`src/rtl/elevator_request_scheduler_assert.svh`:
```
// Assertion macros for the elevator request scheduler.
`ifndef ELEVATOR_REQUEST_SCHEDULER_ASSERT_SVH
`define ELEVATOR_REQUEST_SCHEDULER_ASSERT_SVH

// Check a property on every clock edge outside reset.
`define ERS_ASSERT(name, prop, msg) \
  name: assert property (@(posedge clk_i) disable iff (!rst_ni) (prop)) else $error(msg);

// Check that a condition never holds outside reset.
`define ERS_ASSERT_NEVER(name, cond, msg) \
  name: assert property (@(posedge clk_i) disable iff (!rst_ni) !(cond)) else $error(msg);

`endif

```
`src/rtl/ers_pkg.sv`:
```
// Types and constants shared by the elevator request scheduler modules.
package ers_pkg;

  localparam int FLOOR_W = 4;
  localparam int FLOORS  = 16;

  typedef enum logic [2:0] {
    EV_ACCEPT = 3'd0,
    EV_REJECT = 3'd1,
    EV_SELECT = 3'd2,
    EV_UP     = 3'd3,
    EV_DOWN   = 3'd4,
    EV_STOP   = 3'd5,
    EV_IDLE   = 3'd6
  } event_e;

  typedef enum logic [1:0] {
    HEAD_IDLE = 2'd0,
    HEAD_UP   = 2'd1,
    HEAD_DOWN = 2'd2
  } heading_e;

  typedef enum logic [0:0] {
    REQ_ADD  = 1'b0,
    REQ_TICK = 1'b1
  } req_kind_e;

  typedef enum logic {
    ST_IDLE,
    ST_STEP
  } state_e;

  typedef struct packed {
    logic               req_type;
    logic [FLOOR_W-1:0] floor;
    logic               direction;
  } req_t;

  typedef struct packed {
    logic [2:0]         event_res;
    logic [FLOOR_W-1:0] current_floor;
    logic [FLOOR_W-1:0] target_floor;
    logic [1:0]         heading;
    logic               moving;
  } res_t;

  typedef struct packed {
    logic load;
    logic step;
  } cmd_t;

endpackage

```
`src/rtl/ers_ctrl.sv`:
```
// Controller: sequences the capture and the execution step of each transfer.
module ers_ctrl import ers_pkg::*; (
  input  logic clk_i,
  input  logic rst_ni,
  input  logic start_i,
  output logic busy_o,
  output logic done_o,
  output cmd_t cmd_o
);

  state_e state_q, state_d;
  logic   done_q;

  always_ff @(posedge clk_i or negedge rst_ni) begin
    if (!rst_ni) begin
      state_q <= ST_IDLE;
      done_q  <= 1'b0;
    end else begin
      state_q <= state_d;
      done_q  <= cmd_o.step;
    end
  end

  always_comb begin
    state_d = state_q;
    cmd_o   = '0;
    busy_o  = 1'b0;
    unique case (state_q)
      ST_IDLE: begin
        if (start_i) begin
          cmd_o.load = 1'b1;
          state_d    = ST_STEP;
        end
      end
      ST_STEP: begin
        busy_o     = 1'b1;
        cmd_o.step = 1'b1;
        state_d    = ST_IDLE;
      end
      default: begin
        state_d = ST_IDLE;
      end
    endcase
  end

  assign done_o = done_q;

endmodule

```
`src/rtl/ers_datapath.sv`:
```
// Datapath: request bitmaps, car state, target selection and result register.
module ers_datapath import ers_pkg::*; (
  input  logic clk_i,
  input  logic rst_ni,
  input  cmd_t cmd_i,
  input  req_t req_i,
  output res_t res_o
);

  function automatic logic [FLOORS-1:0] floor_mask(input logic [FLOOR_W-1:0] f);
    logic [FLOORS-1:0] m;
    for (int i = 0; i < FLOORS; i++) begin
      m[i] = (int'(f) == i);
    end
    return m;
  endfunction

  function automatic logic [FLOOR_W-1:0] lowest_set(input logic [FLOORS-1:0] m);
    logic [FLOOR_W-1:0] idx;
    idx = '0;
    for (int i = FLOORS - 1; i >= 0; i--) begin
      if (m[i]) idx = FLOOR_W'(i);
    end
    return idx;
  endfunction

  function automatic logic [FLOOR_W-1:0] highest_set(input logic [FLOORS-1:0] m);
    logic [FLOOR_W-1:0] idx;
    idx = '0;
    for (int i = 0; i < FLOORS; i++) begin
      if (m[i]) idx = FLOOR_W'(i);
    end
    return idx;
  endfunction

  req_t               req_q;
  res_t               res_q, res_d;
  logic [FLOOR_W-1:0] car_q, car_d;
  heading_e           heading_q, heading_d;
  logic               moving_q, moving_d;
  logic [FLOORS-1:0]  up_q, up_d;
  logic [FLOORS-1:0]  down_q, down_d;
  logic [FLOORS-1:0]  blocked_q, blocked_d;
  logic [FLOOR_W-1:0] goal_q, goal_d;
  logic               goal_act_q, goal_act_d;
  heading_e           forced_q, forced_d;
  logic               from_down_q, from_down_d;

  logic [FLOORS-1:0]  req_mask;
  logic [FLOORS-1:0]  goal_mask;
  logic               in_range;
  logic [FLOOR_W-1:0] up_lo, dn_hi;
  logic [FLOOR_W-1:0] up_gap, dn_gap;
  logic               pick_down;
  event_e             ev;

  always_ff @(posedge clk_i) begin
    if (cmd_i.load) req_q <= req_i;
    if (cmd_i.step) res_q <= res_d;
  end

  always_ff @(posedge clk_i or negedge rst_ni) begin
    if (!rst_ni) begin
      car_q       <= '0;
      heading_q   <= HEAD_IDLE;
      moving_q    <= 1'b0;
      up_q        <= '0;
      down_q      <= '0;
      blocked_q   <= '0;
      goal_q      <= '0;
      goal_act_q  <= 1'b0;
      forced_q    <= HEAD_IDLE;
      from_down_q <= 1'b0;
    end else if (cmd_i.step) begin
      car_q       <= car_d;
      heading_q   <= heading_d;
      moving_q    <= moving_d;
      up_q        <= up_d;
      down_q      <= down_d;
      blocked_q   <= blocked_d;
      goal_q      <= goal_d;
      goal_act_q  <= goal_act_d;
      forced_q    <= forced_d;
      from_down_q <= from_down_d;
    end
  end

  assign req_mask  = floor_mask(req_q.floor);
  assign goal_mask = floor_mask(goal_q);
  assign in_range  = int'(req_q.floor) < FLOORS;
  assign up_lo     = lowest_set(up_q);
  assign dn_hi     = highest_set(down_q);
  assign up_gap    = (car_q > up_lo) ? car_q - up_lo : up_lo - car_q;
  assign dn_gap    = (car_q > dn_hi) ? car_q - dn_hi : dn_hi - car_q;

  always_comb begin
    car_d       = car_q;
    heading_d   = heading_q;
    moving_d    = moving_q;
    up_d        = up_q;
    down_d      = down_q;
    blocked_d   = blocked_q;
    goal_d      = goal_q;
    goal_act_d  = goal_act_q;
    forced_d    = forced_q;
    from_down_d = from_down_q;
    pick_down   = 1'b0;
    ev          = EV_IDLE;

    if (req_q.req_type == REQ_ADD) begin
      if (!in_range || (|(blocked_q & req_mask))) begin
        ev = EV_REJECT;
      end else begin
        blocked_d = blocked_q | req_mask;
        if (req_q.direction) down_d = down_q | req_mask;
        else                 up_d   = up_q | req_mask;
        ev = EV_ACCEPT;
      end
    end else if (goal_act_q) begin
      if (car_q < goal_q) begin
        car_d     = car_q + 1'b1;
        heading_d = HEAD_UP;
        moving_d  = 1'b1;
        ev        = EV_UP;
      end else if (car_q > goal_q) begin
        car_d     = car_q - 1'b1;
        heading_d = HEAD_DOWN;
        moving_d  = 1'b1;
        ev        = EV_DOWN;
      end else begin
        // Stop: free the floor and force the other set if ours ran dry.
        heading_d  = HEAD_IDLE;
        moving_d   = 1'b0;
        goal_act_d = 1'b0;
        blocked_d  = blocked_q & ~goal_mask;
        forced_d   = HEAD_IDLE;
        if (!from_down_q && (up_q == '0) && (down_q != '0)) forced_d = HEAD_DOWN;
        else if (from_down_q && (down_q == '0) && (up_q != '0)) forced_d = HEAD_UP;
        ev = EV_STOP;
      end
    end else if ((up_q == '0) && (down_q == '0)) begin
      ev = EV_IDLE;
    end else begin
      if (forced_q == HEAD_UP && (up_q != '0))          pick_down = 1'b0;
      else if (forced_q == HEAD_DOWN && (down_q != '0)) pick_down = 1'b1;
      else if (up_q == '0)                              pick_down = 1'b1;
      else if (down_q == '0)                            pick_down = 1'b0;
      else                                              pick_down = up_gap > dn_gap;
      if (pick_down) begin
        goal_d    = dn_hi;
        down_d    = down_q & ~floor_mask(dn_hi);
        heading_d = HEAD_DOWN;
      end else begin
        goal_d    = up_lo;
        up_d      = up_q & ~floor_mask(up_lo);
        heading_d = HEAD_UP;
      end
      from_down_d = pick_down;
      goal_act_d  = 1'b1;
      forced_d    = HEAD_IDLE;
      ev          = EV_SELECT;
    end

    res_d.event_res     = ev;
    res_d.current_floor = car_d;
    res_d.target_floor  = (goal_act_d || ev == EV_STOP) ? goal_d : '0;
    res_d.heading       = heading_d;
    res_d.moving        = moving_d;
  end

  assign res_o = res_q;

endmodule

```
`src/rtl/elevator_request_scheduler.sv`:
```
// Elevator request scheduler: add floor requests and step the car on ticks.
//
// Input channel: present req_i with start_i high; the transfer happens at a
// rising edge where start_i is high and busy_o is low. req_type selects an add
// request (floor, direction) or a tick that moves, selects or stops the car.
// Result channel: every transfer produces exactly one result on res_o, marked
// by done_o for a single cycle. The receiver cannot stall the block, so the
// result must be taken in that cycle.
// Sequence: the accepting edge captures the request in req_q; in the execute
// state the datapath computes the step, and the edge that ends it registers
// the result in res_q and raises done_o through done_q. busy_o is high only
// in the execute cycle, so no new request is taken while one is executing; a
// new start may arrive in the same cycle in which the previous result is shown.
// Target selection uses priority encoders over the FLOORS-wide up and down
// bitmaps, resolved within the single execute cycle.
// Reset: rst_ni clears the car to floor zero, idle, with empty request sets,
// no active target and no forced direction; no clearing pass is needed.
module elevator_request_scheduler import ers_pkg::*; (
  input  logic clk_i,
  input  logic rst_ni,
  input  logic start_i,
  output logic busy_o,
  input  req_t req_i,
  output logic done_o,
  output res_t res_o
);

  cmd_t cmd;

  ers_ctrl u_ctrl (
    .clk_i   (clk_i),
    .rst_ni  (rst_ni),
    .start_i (start_i),
    .busy_o  (busy_o),
    .done_o  (done_o),
    .cmd_o   (cmd)
  );

  ers_datapath u_datapath (
    .clk_i  (clk_i),
    .rst_ni (rst_ni),
    .cmd_i  (cmd),
    .req_i  (req_i),
    .res_o  (res_o)
  );

`include "elevator_request_scheduler_assert.svh"

  `ERS_ASSERT(a_accept_busy, (start_i && !busy_o) |=> busy_o, "no step after transfer")
  `ERS_ASSERT(a_accept_done, (start_i && !busy_o) |-> ##2 done_o, "result missing")
  `ERS_ASSERT(a_done_single, done_o |=> !done_o, "result strobe repeated")
  `ERS_ASSERT_NEVER(a_moving_idle, done_o && res_o.moving && res_o.heading == HEAD_IDLE,
    "car moving with idle heading")

endmodule

```
`config.mk`:
```
export PLATFORM = sky130hd
export DESIGN_NAME = elevator_request_scheduler
export DESIGN_NICKNAME = d
export VERILOG_FILES = /design/src/rtl/ers_pkg.sv /design/src/rtl/ers_ctrl.sv /design/src/rtl/ers_datapath.sv /design/src/rtl/elevator_request_scheduler.sv
export VERILOG_INCLUDE_DIRS = /design/src /design/src/rtl
export SDC_FILE = /design/constraint.sdc
export NUM_CORES = 1
export LEC_CHECK = 0
export BUFFER_PORTS_ARGS = -buffer_cell sky130_fd_sc_hd__buf_4
export CORE_MARGIN = 2
export CORE_UTILIZATION = 60
export DETAILED_ROUTE_END_ITERATION = 16
export GPL_TIMING_DRIVEN = 0
export PLACE_DENSITY = 0.77
export SYNTH_ARGS = -nofsm -noshare
export SYNTH_HDL_FRONTEND = slang
export SYNTH_SLANG_ARGS = --single-unit
```
`constraint.sdc`:
```
create_clock -name clk_i -period 5.5 [get_ports clk_i]
set_input_delay 1.1 -clock clk_i [delete_from_list [all_inputs] [get_ports clk_i]]
set_output_delay 1.1 -clock clk_i [all_outputs]
set_load 0.005 [all_outputs]
```
* After elaboration in Yosys (flattened, before gate mapping)
Cells that the tools add are included.
** Word-level totals
- Register bits after elaboration :: 85
- Input bits :: 9
- Word-level logic and storage cells :: 237
** Cells by class
- Add/subtract/negate cells :: 6
- Order comparisons :: 5
- Eq/ne operators :: 75
- Mux-type cells :: 94
- Bitwise operators :: 13
- Reduce and logical (&&, ||, !) cells :: 24
** Operator list (count)
- $mux W16 :: 17
- $mux W4 :: 34
- $eq A4 B4 Y1 const B :: 32
- $and A16 B16 Y16 :: 4
- $eq A4 B3 Y1 const B :: 16
- $not A16 Y16 :: 3
- $or A16 B16 Y16 :: 3
- $eq A4 B2 Y1 const B :: 8
- $logic_not A16 Y1 :: 2
- $reduce_bool A16 Y1 :: 2
- $mux W2 :: 13
- $mux W3 :: 8
- $mux W1 :: 21
- $ne A2 B2 Y1 const B :: 9
- $eq A4 B1 Y1 const B :: 4
- $gt A4 B4 Y1 :: 4
- $logic_not A4 Y1 :: 4
- $reduce_or A16 Y1 :: 1
- $sub A4 B4 Y4 :: 4
- $reduce_and A6 Y1 :: 2
- $reduce_and A5 Y1 :: 2
- $logic_and A1 B1 Y1 :: 7
- $ne A2 B1 Y1 const B :: 3
- $add A4 B1 Y4 const B :: 1
- 11 further kinds :: 13

* Depth between registers and ports, before layout
Gate-level depths: netlist of the first run.
- Depth after elaboration :: 30
- Depth in mapped cells :: 22
- Depth with buffers taken out :: 21

* Hierarchy
From an unflattened synthesis of the first run, not the netlist that was laid out.
** Second synthesis, totals
- Cells, all modules :: 564
- Area total of the unflattened synthesis :: 5302.6 µm²
** By module, submodules not included
- ers_datapath :: instances 1, cells an instance 559, area an instance 5223.8 µm²
- ers_ctrl :: instances 1, cells an instance 5, area an instance 78.8 µm²

* Worst setup path before layout of the first run
Ideal clock, no wire load.
- Path kind :: register -> register
- Start point :: reg u_datapath.up_q[15]
- End point :: reg u_datapath.res_q (netlist bit u_datapath.res_o[6]) (data pin)
- Arrival time :: 4.484 ns
- Slack :: 0.752 ns
- Cell stages (with the launch flop) :: 22
- Clock period less this slack :: 4.748 ns
- Path through :: dfrtp_1 > nor2b_1 > o21ai_0 > a2111o_1 > a21oi_1 > o21ai_1 > inv_1 > ha_1 > fa_1 > inv_1 > a21o_1 > a21oi_1 > a41oi_1 > mux2i_1 > xor2_1 > ha_1 > a41o_1 > a31oi_1 > o21a_1 > clkbuf_1 > o32ai_1 > o21bai_1
** Between the ends
- Longest elaborated chain between the ends :: 30
** Ends and longest elaborated chain
- start, declared :: line ers_datapath.sv:41 : logic [FLOORS-1:0] up_q, up_d;
- start signal, assigned :: line ers_datapath.sv:78 : up_q <= up_d;
- $mux W4 (16 in a row) :: line ers_datapath.sv:22 : if (m[i]) idx = FLOOR_W'(i);
- $sub A4 B4 Y4 / $gt A4 B4 Y1 (equally long branches) :: line ers_datapath.sv:93 : assign up_gap = (car_q > up_lo) ? car_q - up_lo : up_lo - car_q;
- $mux W4 :: line ers_datapath.sv:93
- $gt A4 B4 Y1 :: line ers_datapath.sv:148 : else pick_down = up_gap > dn_gap;
- $mux W1 :: line ers_datapath.sv:147 : else if (down_q == '0) pick_down = 1'b0;
- $mux W1 :: line ers_datapath.sv:146 : else if (up_q == '0) pick_down = 1'b1;
- $mux W1 :: line ers_datapath.sv:145 : else if (forced_q == HEAD_DOWN && (down_q != '0)) pick_down = 1'b1;
- $mux W1 :: line ers_datapath.sv:144 : if (forced_q == HEAD_UP && (up_q != '0)) pick_down = 1'b0;
- $mux W1 :: line ers_datapath.sv:141 : end else if ((up_q == '0) && (down_q == '0)) begin
- $mux W1 :: line ers_datapath.sv:119 : end else if (goal_act_q) begin
- $mux W1 :: line ers_datapath.sv:110 : if (req_q.req_type == REQ_ADD) begin
- $mux W4 :: line ers_datapath.sv:149 : if (pick_down) begin
- $mux W4 :: line ers_datapath.sv:141
- $mux W4 :: line ers_datapath.sv:119
- $mux W4 :: line ers_datapath.sv:110
- end signal, assigned :: line ers_datapath.sv:59 : if (cmd_i.step) res_q <= res_d;
- end, declared :: line ers_datapath.sv:37 : res_t res_q, res_d;
Parallel ways exist; a longest one is shown, timed or not. The select of a mux whose other input is x is not followed.
A chain may end at the register's enable or synchronous reset.

* Worst setup path in the final report of the first run
Same ends and word-level chain as after synthesis.

==> impl_metrics.json, run 1 <==
{
  "path_cells": "nor2b_1, o21ai_0, a2111o_1, a21oi_2, o21ai_2, inv_1, ha_1, fa_1, inv_1, a21o_1, a21oi_1, a41oi_2, mux2i_1, xor2_1, ha_1, a41o_1, a21oi_2, o21a_2, clkbuf_4, o32ai_1, o21bai_1",
  "synthTopCellsByCount": "dfrtp_1, a21oi_1, nand2_1",
  "power.density_nw_per_um2": 731,
  "grt_use_total_pct": 31.0,
  "critPathSlowestCell": "dfrtp_1",
  "design.die.area_um2": 9540,
  "path_class": "reg -> reg",
  "postRouteAntennaNets": 0,
  "crit_arrival_ps": 5290,
  "yosysUniqueCellTypes": 81,
  "fillers": 682,
  "dpl.hpwl_mm": 10.4,
  "synthesis.instances": 537,
  "r2r-end": "u_datapath.res_o[6]",
  "syn-num-nets": 575,
  "final_hold_viol_count": 0,
  "total_power_uw": 4300,
  "die_h_um": 97.7,
  "viasPerCell": 6.76,
  "critPathMaxStageDelay_ps": 420,
  "drc": 0,
  "row_count": 34,
  "min_period_ps": 5200,
  "cp.required_ps": 5590,
  "whs_ps": 500,
  "start_kind": "flop",
  "cpLargestDelayFamily": "compound AO/OA/AOI/OAI gates",
  "drive_above_1_share_pct": 15.0,
  "netlist_area_um2": 5270,
  "h-tree-depth": 3,
  "place_congestion": 0.968,
  "grt_start_max_net_pins": 66,
  "ioPinCount": 25,
  "path_depth": 21,
  "via_count": 4661,
  "postSynth.asyncResetShare_pct": 76.5,
  "yosys.area.top_type_share_pct": 30.9,
  "synth_edf_count": 20,
  "worstRegToRegCells": 21,
  "synthTopCellsByArea": "dfrtp_1, edfxtp_1, ha_1, a21oi_1, o21ai_0",
  "ys_warn_count": 0,
  "vdd_drop_max_v": 0.000648,
  "leakagePower_uw": 0.00241,
  "rr_startpoint": "u_datapath.up_q[15]",
  "critPathLaunch": "u_datapath.up_q[15]",
  "clock_path_buffers": 2,
  "finClkSkew_ps": 15.5,
  "path_max_fanout": 10,
  "finalCritPeriodShare_pct": 94.6,
  "dr.first_iter.drc_count": 478,
  "ys_seq_elements": 85,
  "tritoncts": "built",
  "antennaDiodeCount": 0,
  "hold_path_class": "reg -> reg",
  "rrSetupSlack_ps": 300,
  "place_area_um2": 5580,
  "cts_buffers": 9,
  "drv_cap": 0,
  "drv_slew": 0,
  "io_buffers": 24,
  "tightest_slew_ps": 967,
  "area_growth_pct": 11.7,
  "critPathCaptureType": "flop",
  "final_cell_area_um2": 5880,
  "cts_root_buffer": "clkbuf_8",
  "grt_antenna_before_repair": 0,
  "nNetsFinal": 614,
  "first_global_vias": 4630,
  "coreArea_um2": 8640,
  "maxSlewHeadroom_pct": 35.5,
  "clkTransAtPathRegs_ps": 90,
  "initial_utilization_pct": 61.0,
  "whs_path_depth": 1,
  "holdBufCountCts": 0,
  "synthMostInstantiatedCell": "dfrtp_1",
  "yosysTopAreaCell": "dfrtp_1",
  "setup_viol": 0,
  "status": "finished clean",
  "cp-endpoint": "u_datapath.res_o[6]",
  "synth.avg_cell_area_um2": 9.81,
  "grt_pass1_wl_mm": 23.5,
  "gr-total-overflow": 0,
  "die_width_um": 97.7,
  "synthFlopType": "dfrtp_1",
  "drt_wl_total_mm": 14.3,
  "wl_per_cell_um": 20.8,
  "clock_latency_ps": 370,
  "fmax_mhz": 192,
  "synth-seq-area-share_pct": 42.3,
  "first_pass_iters": 6,
  "timing.critical_path.buf_inv": 3,
  "numClockSinks": 85
}
area by class of cell:
class,instances,area [µm²],share of cell area [%]
timing repair buffer,28,210,3.57
buffer,21,115,1.96
sequential,85,2230,37.9
inverter,36,135,2.30
multi-input combinational,395,2840,48.4
clock buffer,13,191,3.25
tap,108,135,2.30
clock inverter,3,23.8,0.404
worst min-delay path by stage:
stage	from	endpoint	slack [ps]
floorplan	u_datapath.blocked_q[6]	u_datapath.blocked_q[6]	440
global placement	u_datapath.blocked_q[8]	u_datapath.blocked_q[8]	480
detailed placement	u_datapath.blocked_q[2]	u_datapath.blocked_q[2]	480
CTS	u_datapath.blocked_q[2]	u_datapath.blocked_q[2]	500
global route	u_datapath.blocked_q[8]	u_datapath.blocked_q[8]	520
finish	u_datapath.blocked_q[8]	u_datapath.blocked_q[8]	500
routing by layer:
| metal | vias up | wire length, µm | track usage (%) |
|---|---|---|---|
| li1 | 2115 | - | - |
| met1 | 2220 | 5880 | 41.9 |
| met2 | 275 | 6580 | 49.2 |
| met3 | 51 | 1370 | 6.12 |
| met4 | 0 | 512 | 13.0 |
| met5 | - | 0 | 0 |
where the power goes:
group	internal (µW)	leakage, µW	switching (µW)
registers	841	0.00102	174
clock network	233	0.000102	244
logic	1070	0.00130	1740
total	2140	0.00241	2160
repair_timing:
item / 4_1_cts / 5_1_grt
setup endpoints to repair: 22 / 23
gates cloned: 0 / 0
pin swaps: 0 / 2
buffers inserted: 0 / 4
resized for setup: 3 / 11
cells by family after synthesis:
kind of cell / Yosys count / synth area share [%]
AO/OA/AOI/OAI: 172 / 23.2
flip-flops: 85 / 42.3
multiplexers: 15 / 3.16
XOR/XNOR: 11 / 1.83
buffers and inverters: 57 / 4.68
AND/OR/NAND/NOR: 168 / 17.4
adder cells (fa/ha/maj): 29 / 7.46
registers in the layout (all words and copies together) (netlist names), 2 cells and up:
name                  flops
u_datapath.blocked_q     16
u_datapath.req_q          6
u_datapath.goal_q         4
u_datapath.down_q        16
u_datapath.forced_q       2
u_datapath.res_o         14
u_datapath.car_q          4
u_datapath.up_q          16
u_datapath.heading_q      2
cells in the final DEF (no fill, tap or decap), types with 3 or more instances in the layout:
master	netlist	layout
buf_4	2	30
nand4_1	6	6
o21ai_0	28	27
fa_1	4	4
nand2_1	37	37
buf_2	7	7
a31oi_1	18	17
a22o_1	4	4
nand2b_1	7	7
clkbuf_8	0	10
o31ai_1	8	7
a211oi_1	3	3
a21oi_1	38	36
and3_1	4	4
dfrtp_1	65	65
mux2_2	3	3
clkbuf_1	7	7
nor4_1	15	15
o211ai_1	4	4
o31a_1	3	3
o21ai_1	11	11
xor2_1	3	3
or4_1	6	6
inv_1	34	34
nor4_2	3	3
o22ai_1	5	5
ha_1	25	25
nor2_1	34	34
nor3_1	10	8
edfxtp_1	20	20
nand3_1	18	18
a21o_1	9	9
xnor2_1	8	8
o41ai_1	11	11
mux2i_1	11	11
nand3b_1	3	3
nor2b_1	9	9
metrics by stage:
stage | std cells | util (%) | setup WS (ps) | TNS (ps)
2_1_floorplan | 537 | - | 752 | 0
3_3_place_gp | 669 | 64.6 | -363 | -2040
3_5_place_dp | 669 | 64.6 | -435 | -3700
4_1_cts | 685 | 67.3 | 9.13 | 0
5_1_grt | 689 | 68.1 | -0.486 | -0.486
6_report | 689 | 68.1 | 298 | 0
Note: power is estimated with default switching activity, not from simulation.
==> run 2, diff against run 1 <==
- CORE_UTILIZATION: 60 -> 30
- MAX_ROUTING_LAYER: default -> met4
- PLACE_DENSITY: 0.77 -> 0.53
==> run 2 against run 1 <==
Net effect:
- die area increased by 95%
- routed wire length rose by 6.8%
- maximum frequency up 0.21%
- cell count up 17%
==> impl_metrics.json, run 2 (synthesis results as in run 1) <==
{
  "drv_slew": 0,
  "instances_no_fill": 808,
  "worstRegToRegCells": 21,
  "wl_per_cell_um": 19.0,
  "place_congestion": 0.885,
  "power.density_nw_per_um2": 710,
  "clkTransAtPathRegs_ps": 70,
  "status": "finished clean",
  "antennaDiodeCount": 0,
  "cp.required_ps": 5570,
  "path_depth": 21,
  "clock_latency_ps": 350,
  "place_area_um2": 5730,
  "grt_antenna_before_repair": 0,
  "nNetsFinal": 616,
  "viasPerCell": 5.61,
  "leakagePower_uw": 0.00246,
  "die_h_um": 137,
  "area_growth_pct": 16.3,
  "drv_cap": 0,
  "vdd_drop_max_v": 0.000491,
  "min_period_ps": 5190,
  "drt_wl_total_mm": 15.3,
  "holdBufCountCts": 0,
  "coreArea_um2": 17200,
  "io_buffers": 24,
  "grt_pass1_wl_mm": 24.2,
  "tritoncts": "built",
  "clock_path_buffers": 2,
  "die_width_um": 137,
  "fmax_mhz": 193,
  "row_count": 48,
  "fillers": 1711,
  "maxSlewHeadroom_pct": 32.3,
  "timing.critical_path.buf_inv": 3,
  "drc": 0,
  "cpLargestDelayFamily": "compound AO/OA/AOI/OAI gates",
  "reg_top3": "u_datapath.blocked_q x16, u_datapath.down_q x16, u_datapath.up_q x16",
  "h-tree-depth": 3,
  "via_count": 4535,
  "drive_above_1_share_pct": 15.1,
  "postRouteAntennaNets": 0,
  "cts_buffers": 9,
  "dr.first_iter.drc_count": 411,
  "tightest_slew_ps": 1020,
  "final_common_cell": "dfrtp_1",
  "numClockSinks": 85,
  "finClkSkew_ps": 11.5,
  "final_core_util_pct": 35.5,
  "dpl.hpwl_mm": 11.4,
  "design.die.area_um2": 18600,
  "path_cells": "nor2b_1, o21ai_0, a2111o_1, a21oi_2, o21ai_4, inv_1, ha_1, fa_1, inv_1, a21o_1, a21oi_1, a41oi_2, mux2i_1, xor2_1, ha_1, a41o_1, a31oi_2, o21a_2, clkbuf_2, o32ai_1, o21bai_1",
  "final_hold_viol_count": 0,
  "grt_setup_unrepaired": "no",
  "start_kind": "flop",
  "ioPinCount": 25,
  "grt_start_max_net_pins": 66,
  "setup_viol": 0,
  "mostFrequentLayoutCells": "dfrtp_1, nand2_1, a21oi_1",
  "critPathCaptureType": "flop",
  "gr-total-overflow": 0,
  "path_max_fanout": 10,
  "critPathSlowestCell": "fa_1",
  "path_class": "reg -> reg",
  "cts_root_buffer": "clkbuf_16",
  "hold_path_class": "reg -> reg",
  "grt_use_total_pct": 17.6,
  "critPathMaxStageDelay_ps": 410,
  "finalCritPeriodShare_pct": 94.4,
  "dp.cells": 786,
  "whs_path_depth": 1,
  "first_global_vias": 4334,
  "first_pass_iters": 5,
  "initial_utilization_pct": 30.6,
  "final_cell_area_um2": 6130,
  "crit_arrival_ps": 5260
}
-- run 2: cell count changes in the layout (fill, tap and decap cells not counted), moves of 2 or more --
| cell | change |
|---|---|
| buf_4 | +2 |
| clkbuf_16 | +9 |
| nor3_1 | +2 |
| clkbuf_8 | -10 |
| nor3_2 | -2 |
-- run 2: metrics by stage --
stage | hold WS (ps) | power (µW) | TNS (ps) | setup WS [ps]
3_5_place_dp | 481 | 3520 | -6620 | -655
4_1_cts | 498 | 4240 | 0 | 57.6
2_1_floorplan | 441 | 2850 | 0 | 752
5_1_grt | 521 | 4700 | 0 | 29.6
3_3_place_gp | 481 | 3460 | -6640 | -623
6_report | 491 | 4350 | 0 | 309
-- run 2: what timing repair did --
action                                  CTS  global route
endpoints found under the setup margin   37            23
setup buffers                             0             6
pin swaps                                 0             2
resized for setup                         6             5
-- run 2: final timing paths --
path	from	end	slack, ps
min reg2reg	u_datapath.blocked_q[8]	u_datapath.blocked_q[8]	490
min in group asynchronous	rst_ni	u_datapath.blocked_q[5]	860
min	u_datapath.blocked_q[8]	u_datapath.blocked_q[8]	490
max	u_datapath.up_q[15]	u_datapath.res_o[6]	310
max reg2reg	u_datapath.up_q[15]	u_datapath.res_o[6]	310
max in group asynchronous	rst_ni	u_datapath.heading_q[1]	4050
-- run 2: where the power goes --
group,internal (µW),switching (µW),total [µW]
Clock,361,266,627
Sequential,842,171,1010
Combinational,1000,1710,2710
-- run 2: cell type report --
type | instances | area [µm²] | share of cell area, %
Buffer | 21 | 113 | 1.84
Clock buffer | 12 | 279 | 4.55
Clock inverter | 4 | 26.3 | 0.429
Inverter | 36 | 135 | 2.21
Multi-Input combinational cell | 395 | 2840 | 46.4
Sequential cell | 85 | 2230 | 36.3
Tap cell | 225 | 282 | 4.59
Timing Repair Buffer | 30 | 225 | 3.68
-- run 2: worst reg2reg max path, stage by stage (launching register included) --
cell and delay, ps:
dfrtp_1 400, nor2b_1 140, o21ai_0 190, a2111o_1 180
a21oi_2 110, o21ai_4 220, inv_1 190, ha_1 280
fa_1 410, inv_1 70, a21o_1 100, a21oi_1 70
a41oi_2 290, mux2i_1 270, xor2_1 180, ha_1 270
a41o_1 290, a31oi_2 320, o21a_2 270, clkbuf_2 270
o32ai_1 130, o21bai_1 220
-- run 2: layer usage --
metal / vias up / track usage (%) / part of all wire, %
met5: - / - / 0
met4: 0 / 8.85 / 3.4
met3: 32 / 2.00 / 4.6
met2: 157 / 25.7 / 46
met1: 2216 / 24.2 / 46
li1: 2130 / - / -
